`src/sv/assert_macros.svh`:
```
// ---------------------------------------------------------------------------
// assert_macros.svh
// concurrent assertion shorthands, sampled on clk and quiet while arst_n is low
// ---------------------------------------------------------------------------
`ifndef ASSERT_MACROS_SVH
`define ASSERT_MACROS_SVH

// same-cycle implication
`define VCLW_ASSERT_IMP(lbl, ante, cons) \
	lbl: assert property (@(posedge clk) disable iff (!arst_n) (ante) |-> (cons)) \
		else $error("vclw assertion failed");

// next-cycle implication
`define VCLW_ASSERT_NXT(lbl, ante, cons) \
	lbl: assert property (@(posedge clk) disable iff (!arst_n) (ante) |=> (cons)) \
		else $error("vclw assertion failed");

`endif

```
`src/sv/vclw_pkg.sv`:
```
// ---------------------------------------------------------------------------
// vclw_pkg
// shared types and constants of the vertex color lift-to-white unit
// ---------------------------------------------------------------------------
`default_nettype none

package vclw_pkg;

	// color format codes
	localparam logic [2:0] FMT_RGBA8  = 3'd0;
	localparam logic [2:0] FMT_RGBX8  = 3'd1;
	localparam logic [2:0] FMT_RGB8   = 3'd2;
	localparam logic [2:0] FMT_RGB565 = 3'd3;
	localparam logic [2:0] FMT_RGBA4  = 3'd4;
	localparam logic [2:0] FMT_RGBA6  = 3'd5;

	// element sizes in bytes
	localparam logic [3:0] SIZE_4B = 4'd4;
	localparam logic [3:0] SIZE_3B = 4'd3;
	localparam logic [3:0] SIZE_2B = 4'd2;

	// channel full-scale values
	localparam logic [7:0] FULL_8B = 8'd255;
	localparam logic [7:0] FULL_6B = 8'd63;
	localparam logic [7:0] FULL_5B = 8'd31;
	localparam logic [7:0] FULL_4B = 8'd15;

	localparam logic [6:0] PCT_FULL = 7'd100;
	localparam logic [14:0] ROUND_HALF = 15'd50;

	// floor(x/100) == (x*5243) >> 19 for every x below 25600
	localparam int          RECIP_SHIFT = 19;
	localparam logic [12:0] RECIP_100   = 13'd5243;

	localparam int NUM_CHAN = 3;

	typedef logic [7:0]  chan_t;
	typedef logic [14:0] wsum_t;

	typedef struct packed {
		logic lift;
		logic skip;
	} ctrl_t;

endpackage

`default_nettype wire

```
`src/sv/vclw_front.sv`:
```
// ---------------------------------------------------------------------------
// vclw_front
// format decode, channel extraction and weighted sums per channel
// ---------------------------------------------------------------------------
`default_nettype none

module vclw_front (
	input  wire logic [2:0]    color_format,
	input  wire logic [3:0]    element_stride,
	input  wire logic [31:0]   color_word,
	input  wire logic [6:0]    pct,
	output vclw_pkg::ctrl_t    ctrl,
	output vclw_pkg::chan_t    full [vclw_pkg::NUM_CHAN],
	output vclw_pkg::wsum_t    wsum [vclw_pkg::NUM_CHAN]
);

	logic            known;
	logic [3:0]      need;
	vclw_pkg::chan_t v [vclw_pkg::NUM_CHAN];
	logic [6:0]      pct_inv;

	always_comb begin
		known = 1'b1;
		need  = vclw_pkg::SIZE_4B;
		for (int i = 0; i < vclw_pkg::NUM_CHAN; i++) begin
			v[i]    = '0;
			full[i] = vclw_pkg::FULL_8B;
		end
		unique case (color_format)
			vclw_pkg::FMT_RGBA8, vclw_pkg::FMT_RGBX8: begin
				v[0] = color_word[31:24];
				v[1] = color_word[23:16];
				v[2] = color_word[15:8];
			end
			vclw_pkg::FMT_RGB8: begin
				need = vclw_pkg::SIZE_3B;
				v[0] = color_word[23:16];
				v[1] = color_word[15:8];
				v[2] = color_word[7:0];
			end
			vclw_pkg::FMT_RGB565: begin
				need    = vclw_pkg::SIZE_2B;
				v[0]    = {3'b000, color_word[15:11]};
				v[1]    = {2'b00, color_word[10:5]};
				v[2]    = {3'b000, color_word[4:0]};
				full[0] = vclw_pkg::FULL_5B;
				full[1] = vclw_pkg::FULL_6B;
				full[2] = vclw_pkg::FULL_5B;
			end
			vclw_pkg::FMT_RGBA4: begin
				need = vclw_pkg::SIZE_2B;
				v[0] = {4'h0, color_word[15:12]};
				v[1] = {4'h0, color_word[11:8]};
				v[2] = {4'h0, color_word[7:4]};
				for (int i = 0; i < vclw_pkg::NUM_CHAN; i++) full[i] = vclw_pkg::FULL_4B;
			end
			vclw_pkg::FMT_RGBA6: begin
				need = vclw_pkg::SIZE_3B;
				v[0] = {2'b00, color_word[23:18]};
				v[1] = {2'b00, color_word[17:12]};
				v[2] = {2'b00, color_word[11:6]};
				for (int i = 0; i < vclw_pkg::NUM_CHAN; i++) full[i] = vclw_pkg::FULL_6B;
			end
			default: begin
				known = 1'b0;
			end
		endcase
	end

	assign ctrl.skip = known && (element_stride != need);
	assign ctrl.lift = known && (element_stride == need);
	assign pct_inv   = vclw_pkg::PCT_FULL - pct;

	// full*(100-p) + v*p + 50, at most 25550
	always_comb begin
		for (int i = 0; i < vclw_pkg::NUM_CHAN; i++) begin
			wsum[i] = ({7'd0, full[i]} * {8'd0, pct_inv})
				+ ({7'd0, v[i]} * {8'd0, pct})
				+ vclw_pkg::ROUND_HALF;
		end
	end

endmodule

`default_nettype wire

```
`src/sv/vclw_back.sv`:
```
// ---------------------------------------------------------------------------
// vclw_back
// divide by one hundred, clamp to full scale and repack the word
// ---------------------------------------------------------------------------
`default_nettype none

module vclw_back (
	input  wire logic [2:0]     color_format,
	input  wire logic [31:0]    color_word,
	input  wire vclw_pkg::ctrl_t ctrl,
	input  wire vclw_pkg::chan_t full [vclw_pkg::NUM_CHAN],
	input  wire vclw_pkg::wsum_t wsum [vclw_pkg::NUM_CHAN],
	output logic [31:0]         color_res
);

	logic [27:0]     prod [vclw_pkg::NUM_CHAN];
	vclw_pkg::chan_t quo  [vclw_pkg::NUM_CHAN];
	vclw_pkg::chan_t n    [vclw_pkg::NUM_CHAN];

	always_comb begin
		for (int i = 0; i < vclw_pkg::NUM_CHAN; i++) begin
			prod[i] = {13'd0, wsum[i]} * {15'd0, vclw_pkg::RECIP_100};
			quo[i]  = prod[i][vclw_pkg::RECIP_SHIFT +: 8];
			n[i]    = (quo[i] > full[i]) ? full[i] : quo[i];
		end
	end

	always_comb begin
		color_res = color_word;
		if (ctrl.lift) begin
			unique case (color_format)
				vclw_pkg::FMT_RGBA8, vclw_pkg::FMT_RGBX8: begin
					color_res[31:8] = {n[0], n[1], n[2]};
				end
				vclw_pkg::FMT_RGB8: begin
					color_res[23:0] = {n[0], n[1], n[2]};
				end
				vclw_pkg::FMT_RGB565: begin
					color_res[15:0] = {n[0][4:0], n[1][5:0], n[2][4:0]};
				end
				vclw_pkg::FMT_RGBA4: begin
					color_res[15:4] = {n[0][3:0], n[1][3:0], n[2][3:0]};
				end
				vclw_pkg::FMT_RGBA6: begin
					color_res[23:6] = {n[0][5:0], n[1][5:0], n[2][5:0]};
				end
				default: begin
					color_res = color_word;
				end
			endcase
		end
	end

endmodule

`default_nettype wire

```
`src/sv/vertex_color_lift_to_white_unit.sv`:
```
// ---------------------------------------------------------------------------
// vertex_color_lift_to_white_unit
// lifts the r, g and b channels of one packed vertex color toward white
// ---------------------------------------------------------------------------
// usage
//   input beat: a color element (format, stride, word, last flag) is taken at
//   a rising edge with start high and busy low; busy is always low, so a beat
//   may be offered every cycle
//   result beat: color_out, stride_skipped and last_out are valid for exactly
//   one cycle while done is high; the receiver has no way to hold them off
//   pipeline: a taken beat passes three register stages (input, weighted
//   sum, result) before done shows it
//   throughput: one beat per cycle, as busy never rises; the multiplies sit
//   between the stages (weighted sums, then reciprocal divide by 100)
//   config: keep_percent is written at an edge with keep_percent_we high;
//   only write while no beat is in flight; values above 100 act as 100
//   reset: arst_n low empties the pipeline and sets keep_percent to 100,
//   so colors pass unchanged until it is written
// ---------------------------------------------------------------------------
`default_nettype none

module vertex_color_lift_to_white_unit (
	input  wire logic        clk,
	input  wire logic        arst_n,
	// config
	input  wire logic        keep_percent_we,
	input  wire logic [6:0]  keep_percent,
	// input beat
	input  wire logic        start,
	output logic             busy,
	input  wire logic [2:0]  color_format,
	input  wire logic [3:0]  element_stride,
	input  wire logic [31:0] color_word,
	input  wire logic        last_in,
	// result beat
	output logic             done,
	output logic [31:0]      color_out,
	output logic             stride_skipped,
	output logic             last_out
);

	// kept-lighting percent register
	logic [6:0] keep_pct_q;

	// stage 1: raw input beat plus clamped percent
	logic        valid_s1;
	logic [2:0]  fmt_s1;
	logic [3:0]  stride_s1;
	logic [31:0] word_s1;
	logic        last_s1;
	logic [6:0]  pct_s1;

	// stage 2: decoded control and per-channel weighted sums
	logic                valid_s2;
	logic [2:0]          fmt_s2;
	logic [31:0]         word_s2;
	logic                last_s2;
	vclw_pkg::ctrl_t     ctrl_s2;
	vclw_pkg::chan_t     full_s2 [vclw_pkg::NUM_CHAN];
	vclw_pkg::wsum_t     wsum_s2 [vclw_pkg::NUM_CHAN];

	// stage 3: result registers driving the ports
	logic        valid_s3;
	logic [31:0] color_s3;
	logic        skip_s3;
	logic        last_s3;

	logic            accept;
	logic [6:0]      pct_clamped;
	vclw_pkg::ctrl_t ctrl_c;
	vclw_pkg::chan_t full_c [vclw_pkg::NUM_CHAN];
	vclw_pkg::wsum_t wsum_c [vclw_pkg::NUM_CHAN];
	logic [31:0]     color_c;

	// pipeline never stalls
	assign busy   = 1'b0;
	assign accept = start && !busy;

	assign pct_clamped = (keep_pct_q > vclw_pkg::PCT_FULL) ? vclw_pkg::PCT_FULL : keep_pct_q;

	always_ff @(posedge clk or negedge arst_n) begin
		if (!arst_n) begin
			keep_pct_q <= vclw_pkg::PCT_FULL;
		end else if (keep_percent_we) begin
			keep_pct_q <= keep_percent;
		end
	end

	// valid chain
	always_ff @(posedge clk or negedge arst_n) begin
		if (!arst_n) begin
			valid_s1 <= 1'b0;
			valid_s2 <= 1'b0;
			valid_s3 <= 1'b0;
		end else begin
			valid_s1 <= accept;
			valid_s2 <= valid_s1;
			valid_s3 <= valid_s2;
		end
	end

	// stage 1 payload
	always_ff @(posedge clk) begin
		if (accept) begin
			fmt_s1    <= color_format;
			stride_s1 <= element_stride;
			word_s1   <= color_word;
			last_s1   <= last_in;
			pct_s1    <= pct_clamped;
		end
	end

	// decode, extract and weigh
	vclw_front u_front (
		.color_format   (fmt_s1),
		.element_stride (stride_s1),
		.color_word     (word_s1),
		.pct            (pct_s1),
		.ctrl           (ctrl_c),
		.full           (full_c),
		.wsum           (wsum_c)
	);

	// stage 2 payload
	always_ff @(posedge clk) begin
		if (valid_s1) begin
			fmt_s2  <= fmt_s1;
			word_s2 <= word_s1;
			last_s2 <= last_s1;
			ctrl_s2 <= ctrl_c;
			full_s2 <= full_c;
			wsum_s2 <= wsum_c;
		end
	end

	// divide, clamp and repack
	vclw_back u_back (
		.color_format (fmt_s2),
		.color_word   (word_s2),
		.ctrl         (ctrl_s2),
		.full         (full_s2),
		.wsum         (wsum_s2),
		.color_res    (color_c)
	);

	// stage 3 payload
	always_ff @(posedge clk) begin
		if (valid_s2) begin
			color_s3 <= color_c;
			skip_s3  <= ctrl_s2.skip;
			last_s3  <= last_s2;
		end
	end

	assign done           = valid_s3;
	assign color_out      = color_s3;
	assign stride_skipped = skip_s3;
	assign last_out       = last_s3;

	// checks
	`include "assert_macros.svh"

	// every accepted beat is followed by done
	`VCLW_ASSERT_IMP(a_beat_out, accept, ##3 done)
	// no result beat without an input beat
	`VCLW_ASSERT_IMP(a_no_spurious, done, $past(accept, 3))
	// a skipped element leaves the word untouched
	`VCLW_ASSERT_IMP(a_skip_pass, done && stride_skipped, color_out == $past(color_word, 3))
	// lift and skip never both decoded for one beat
	`VCLW_ASSERT_NXT(a_ctrl_excl, valid_s1, !(ctrl_s2.lift && ctrl_s2.skip))

endmodule

`default_nettype wire
```
`config.mk`:
```
export PLATFORM = sky130hd
export DESIGN_NAME = vertex_color_lift_to_white_unit
export DESIGN_NICKNAME = d
export VERILOG_FILES = /design/src/sv/vclw_pkg.sv /design/src/sv/vclw_front.sv /design/src/sv/vclw_back.sv /design/src/sv/vertex_color_lift_to_white_unit.sv
export VERILOG_INCLUDE_DIRS = /design/src /design/src/sv
export SDC_FILE = /design/constraint.sdc
export NUM_CORES = 2
export LEC_CHECK = 0
export ABC_CLOCK_PERIOD_IN_PS = 6200
export BUFFER_PORTS_ARGS = -buffer_cell sky130_fd_sc_hd__buf_4
export CAP_MARGIN = 20
export CORE_MARGIN = 2
export CORE_UTILIZATION = 45
export CTS_BUF_LIST = sky130_fd_sc_hd__clkbuf_4 sky130_fd_sc_hd__clkbuf_8
export CTS_CLUSTER_DIAMETER = 30
export DETAILED_ROUTE_END_ITERATION = 8
export GPL_ROUTABILITY_DRIVEN = 0
export PLACE_DENSITY = 0.65
export SLEW_MARGIN = 25
export SYNTH_ARGS = -nofsm -noshare
export SYNTH_HDL_FRONTEND = slang
export SYNTH_HIERARCHICAL = 1
export SYNTH_SLANG_ARGS = --single-unit
export TNS_END_PERCENT = 30
```
`constraint.sdc`:
```
create_clock -name clk -period 6.2 [get_ports clk]
set_input_delay 0.31 -clock clk [delete_from_list [all_inputs] [get_ports clk]]
set_output_delay 0.31 -clock clk [all_outputs]
set_load 0.05 [all_outputs]
```
# == Yosys cells after proc, flatten, opt, wreduce, memory -nomap -nowiden ==
# Index checks and enable logic that the tools add are counted.
# word_totals
register_bits,198
elab_cells,79
output_inout_bits,36
input_bits,51
# classes
n_reduce_logical,10
addsub,7
eq_ne,12
n_mux,14
n_mul,9
magnitude_cmp,4
# op_table
operator,n
24-bit case mux with 5 select lines,1
8-bit by 7-bit multiplier with 15-bit output,6
"15-bit by 13-bit multiplier with 27-bit output, second input constant",3
24-bit case mux with 3 select lines,1
15-bit adder,3
"15-bit by 6-bit adder with 15-bit output, second input constant",3
8-bit case mux with 5 select lines,1
32-bit 2-to-1 mux,1
8-bit 2-to-1 mux,4
8-bit > comparator,3
8-bit case mux with 3 select lines,1
"3-bit by 2-bit equality test with 1-bit output, second input constant",4
"3-bit equality test, second input constant",4
2-bit OR reduction,5
2-bit case mux with 4 select lines,1
"7-bit > comparator, second input constant",1
"7-bit subtractor, first input constant",1
"3-bit by 1-bit equality test with 1-bit output, second input constant",2
3-bit logical NOT,2
2-bit case mux with 3 select lines,1
3-bit case mux with 2 select lines,1
6-bit OR reduction,1
4-bit by 3-bit equality test with 1-bit output,1
4-bit 2-to-1 mux,1
3 further kinds,4

# == Depth between registers and ports, before layout ==
# depth
word_depth,6
mapped_depth,27
ltp_nobuf,27

# == By module ==
# The synthesis kept the hierarchy.
# by_module_without_submodules
mod,seq_area_each_um2,cells_each,area_each_um2,instances
vclw_back,0.0,1401,12493.2,1
vclw_front,0.0,1216,10767.8,1
vertex_color_lift_to_white_unit,5899.4,218,6052.1,1

# == Worst setup path after synthesis ==
# OpenSTA, ideal clock, no wires.
# synth_path
kind,reg-to-reg
start,register pct_s1[0]
end,register wsum_s2[42] (netlist bit) (data pin)
setup_ps,260
path_buffers,1
arrival_ps,6489
slack_ps,-549
period_less_slack_ps,6749
path_stages_with_launch,23
cell_sequence,edfxtp_1 -> clkinv_1 -> clkbuf_1 -> ha_1 -> nor2b_1 -> o21ai_0 -> xnor2_1 -> fa_1 -> fa_1 -> inv_1 -> fa_1 -> fa_1 -> fa_1 -> inv_1 -> fa_1 -> inv_1 -> ha_1 -> a21o_1 -> a21oi_1 -> a21boi_1 -> a311o_1 -> a21oi_1 -> xnor2_1
# synth_lines
item,line_no,rtl
start: declaration,vertex_color_lift_to_white_unit.sv:51,logic [6:0] pct_s1;
start signal: assignment,vertex_color_lift_to_white_unit.sv:109,pct_s1 <= pct_clamped;
end signal: assignment,vertex_color_lift_to_white_unit.sv:132,wsum_s2 <= wsum_c;
end: declaration,vertex_color_lift_to_white_unit.sv:60,vclw_pkg::wsum_t wsum_s2 [vclw_pkg::NUM_CHAN];

# == Worst setup path after layout ==
# layout_path
start,register wsum_s2[12] (netlist bit)
end,register color_s3[2] (netlist: color_out[2]) (data pin)
# layout_between
elab_chain_len,5
# layout_lines
item,line_no,rtl
15-bit by 13-bit multiplier with 27-bit output (*),vclw_back.sv:22,"prod[i] = {13'd0, wsum[i]} * {15'd0, vclw_pkg::RECIP_100};"
8-bit > comparator,vclw_back.sv:24,n[i] = (quo[i] > full[i]) ? full[i] : quo[i];
8-bit 2-to-1 mux (*),vclw_back.sv:24,
4-bit 2-to-1 mux (*),vclw_back.sv:31,unique case (color_format)
32-bit 2-to-1 mux (*),vclw_back.sv:30,if (ctrl.lift) begin
net color_c[2],vertex_color_lift_to_white_unit.sv:73,logic [31:0] color_c;
end signal: assignment,vertex_color_lift_to_white_unit.sv:149,color_s3 <= color_c;
end: declaration,vertex_color_lift_to_white_unit.sv:64,logic [31:0] color_s3;
# The timed path passes the listed nets; every way through them passes the cells marked *.
# A chain may end at the register's enable or synchronous reset.

==> flow_summary_export.csv <==
group,metric,value,unit
status,outcome,"finished with violations",
status,violations,"setup timing",
die,die_y,259,um
detailed_routing,wl_met1,33900,um
clocking,ctsLongestPathBuffers,2,
synth,yosysWarnings,6,
synth,synth.avg_cell_area,10.3,sq um
sta,worst_pin_slew,961,ps
finish,layout.cells.non_filler,4313,
job,drv_cap,0,
clocking,cts_sinks,198,
synth,syn_area,29300,sq um
synth,yosys_most_used_dff,"edfxtp_1",
synth,synth.distinct_cells,80,
global_routing,grt_pass1_wl,130000,um
clocking,cts_root_buf,"clkbuf_8",
sta,setup_viol,46,
global_routing,grt_max_degree,77,
die,initial_core_util,0.455,
setup_path,critical_path.startpoint_type,"flop",
global_routing,antenna_found_initial,2,
finish,final_net_count,4399,
global_routing,grt_overflow,0,
sta,drv_slew,0,
clocking,clk_pin_slew,120,ps
sta,timing.final.crit_share,1.06,
synth,async_flop_share,0.0505,
detailed_routing,finalWirelength,80700,um
setup_path,crit_start,"wsum_s2[12]$_DFFE_PP_",
hold_path,min_from,"keep_percent_we",
detailed_routing,viasPerCell,5.20,
sta,rsz0062_at_grt,"true",
die,dieArea,67200,sq um
placement,dp_hpwl,65400,um
finish,design_area,37300,sq um
sta,worst_slew_margin_rel,0.359,
placement,placement.io_buffers,85,
finish,synthToLayoutAreaGrowth,27.4,%
synth,postSynthCellCount,2835,
setup_path,cp_max_fo,8,
detailed_routing,drt-initial-drc-count,1628,
detailed_routing,wl_met2,38600,um
setup_path,critPathKind,"reg -> reg",
detailed_routing,drtAntennaViolNets,0,
global_routing,grt_pass1_vias,24600,
sta,hold_violations,0,
sta,timing.final.ws_setup,-396,ps
synth,ys_seq_area_frac,0.201,
detailed_routing,vias,22400,
detailed_routing,wl_per_cell,18.7,um
die,rows,93,
die,core,64500,sq um
detailed_routing,drcViolationCount,0,
detailed_routing,wl_met3,5350,um
sta,max_freq,152,MHz
die,pin_count,87,
die,fp.dieW,259,um
detailed_routing,top_layer,"met4",
synth,synth-seq-cells,198,
global_routing,grt_usage,0.250,
setup_path,crit_path_end_kind,"flop",
clocking,cts_tree,"done",
finish,final_layout_size_suffix_gt1_frac,0.273,
setup_path,arrival,6940,ps
clocking,clock_latency,580,ps
hold_path,hold_class,"in -> reg",
detailed_routing,drt-pass1-iter-count,9,
placement,dp.cells,4135,
sta,skew,26.2,ps
synth,synth_edf_count,188,
clocking,htreeDepth,4,
clocking,cts_inserted_buffers,17,
setup_path,timing.rr.start,"wsum_s2[12]$_DFFE_PP_",
sta,final.min_clock_period,6600,ps
placement,dpl_cell_area,34100,sq um
setup_path,worst-endpoint-required,6550,ps
[state kept, by name (all words and copies together) (netlist names), 2 cells and up]
signal / count
wsum_s2: 45
color_out: 32
word_s1: 32
word_s2: 32
full_s2: 24
keep_pct_q: 7
pct_s1: 7
stride_s1: 4
fmt_s1: 3
fmt_s2: 3
ctrl_s2: 2
[layer usage]
metal	track usage	vias up
met2	0.420	765
met3	0.0428	181
li1	-	10300
met1	0.328	11200
met4	0.0868	0
met5	0	-
[final timing paths]
path,endpoint,slack [ps],depth (start not counted)
max,color_out[2]$_DFFE_PP_,-400,26
min in group asynchronous,valid_s1$_DFF_PN0_,90,2
min reg2reg,last_s2$_DFFE_PP_,420,0
min,keep_pct_q[3]$_DFFE_PN0P_,60,2
max in group asynchronous,keep_pct_q[5]$_DFFE_PN1P_,5880,2
max reg2reg,color_out[2]$_DFFE_PP_,-400,26
[layout make-up]
class	instances	area, sq um
Antenna cell	1	2.50
Clock buffer	17	234
Clock inverter	15	195
Fill cell	5245	27100
Inverter	748	2810
Multi-Input combinational cell	1828	21800
Sequential cell	198	5900
Tap cell	855	1070
Timing Repair Buffer	651	5280
[layout by cell type (no fill, tap or decap), types with 35 or more instances in the layout]
cell	netlist	final
inv_1	747	722
buf_4	23	557
fa_1	443	435
ha_1	461	409
edfxtp_1	188	188
nand2_1	150	145
nor2_1	98	76
and2_1	80	75
xnor2_1	64	57
a21oi_1	87	51
dlygate4sd3_1	0	48
ha_4	0	41
buf_6	4	35
nor3_1	42	35
[cell usage after synthesis (8+ instances only)]
cell type / count / area share
inv_1: 747 / 0.096
ha_1: 461 / 0.20
fa_1: 443 / 0.30
edfxtp_1: 188 / 0.19
nand2_1: 150 / 0.019
nor2_1: 98 / 0.013
a21oi_1: 87 / 0.015
and2_1: 80 / 0.017
xnor2_1: 64 / 0.019
o21ai_0: 52 / 0.0089
nor3_1: 42 / 0.0072
clkbuf_1: 36 / 0.0046
nand3_1: 27 / 0.0046
mux2_2: 26 / 0.010
buf_4: 23 / 0.0059
nor2b_1: 20 / 0.0043
a22oi_1: 18 / 0.0046
a31oi_1: 18 / 0.0038
a21o_1: 17 / 0.0044
a222oi_1: 17 / 0.0058
nand4_1: 17 / 0.0036
a221oi_1: 15 / 0.0045
xor2_1: 15 / 0.0045
nand2b_1: 9 / 0.0019
o22ai_1: 9 / 0.0019
o211ai_1: 8 / 0.0020
[logic make-up (layout without fill, tap and decap cells)]
family / after synthesis / count (layout) / share of synthesized area
fa+ha+maj: 904 / 904 / 0.499
other cells: 2 / 14 / 0.000256
xor+xnor: 79 / 79 / 0.0236
mux: 32 / 32 / 0.0122
compound gates: 319 / 319 / 0.0744
buf+inv: 821 / 1431 / 0.109
flops: 198 / 198 / 0.201
simple gates: 480 / 481 / 0.0795
[worst max-delay path: stages (launching register included)]
cell,delay [ps]
edfxtp_1,530
fa_1,500
ha_1,300
inv_1,50
fa_1,470
inv_1,50
fa_1,510
inv_1,60
fa_1,540
inv_2,50
ha_4,260
nand4_1,180
a211oi_2,260
a211oi_2,80
a21boi_2,180
a311o_1,280
a21oi_2,80
xor2_1,150
ha_1,370
nand4_1,140
buf_4,170
o22ai_2,110
buf_6,130
buf_6,130
buf_12,150
mux2_4,340
mux2_4,280
[stage by stage]
step | hold slack, ps | util | setup TNS [ps] | setup slack (ps)
after floorplan | 14.4 | - | -291 | -62.8
after global placement | 156 | 0.530 | -11730 | -386
after detailed placement | 158 | 0.530 | -17220 | -578
after CTS | 6.46 | 0.573 | -7440 | -394
after global routing | 22.3 | 0.579 | -23130 | -711
final | 56.9 | 0.579 | -10530 | -396
[timing repair]
item	CTS	global route
hold buffers	48	0
hold endpoints to repair	57	0
setup buffers	88	8
pin swaps	191	43
gates resized for setup	251	75
endpoints found under the setup margin	50	55
cloned	2	1
Power is left out: the tool's default activity adds up to more than one toggle a clock period on the data nets, which glitch-free logic cannot reach.
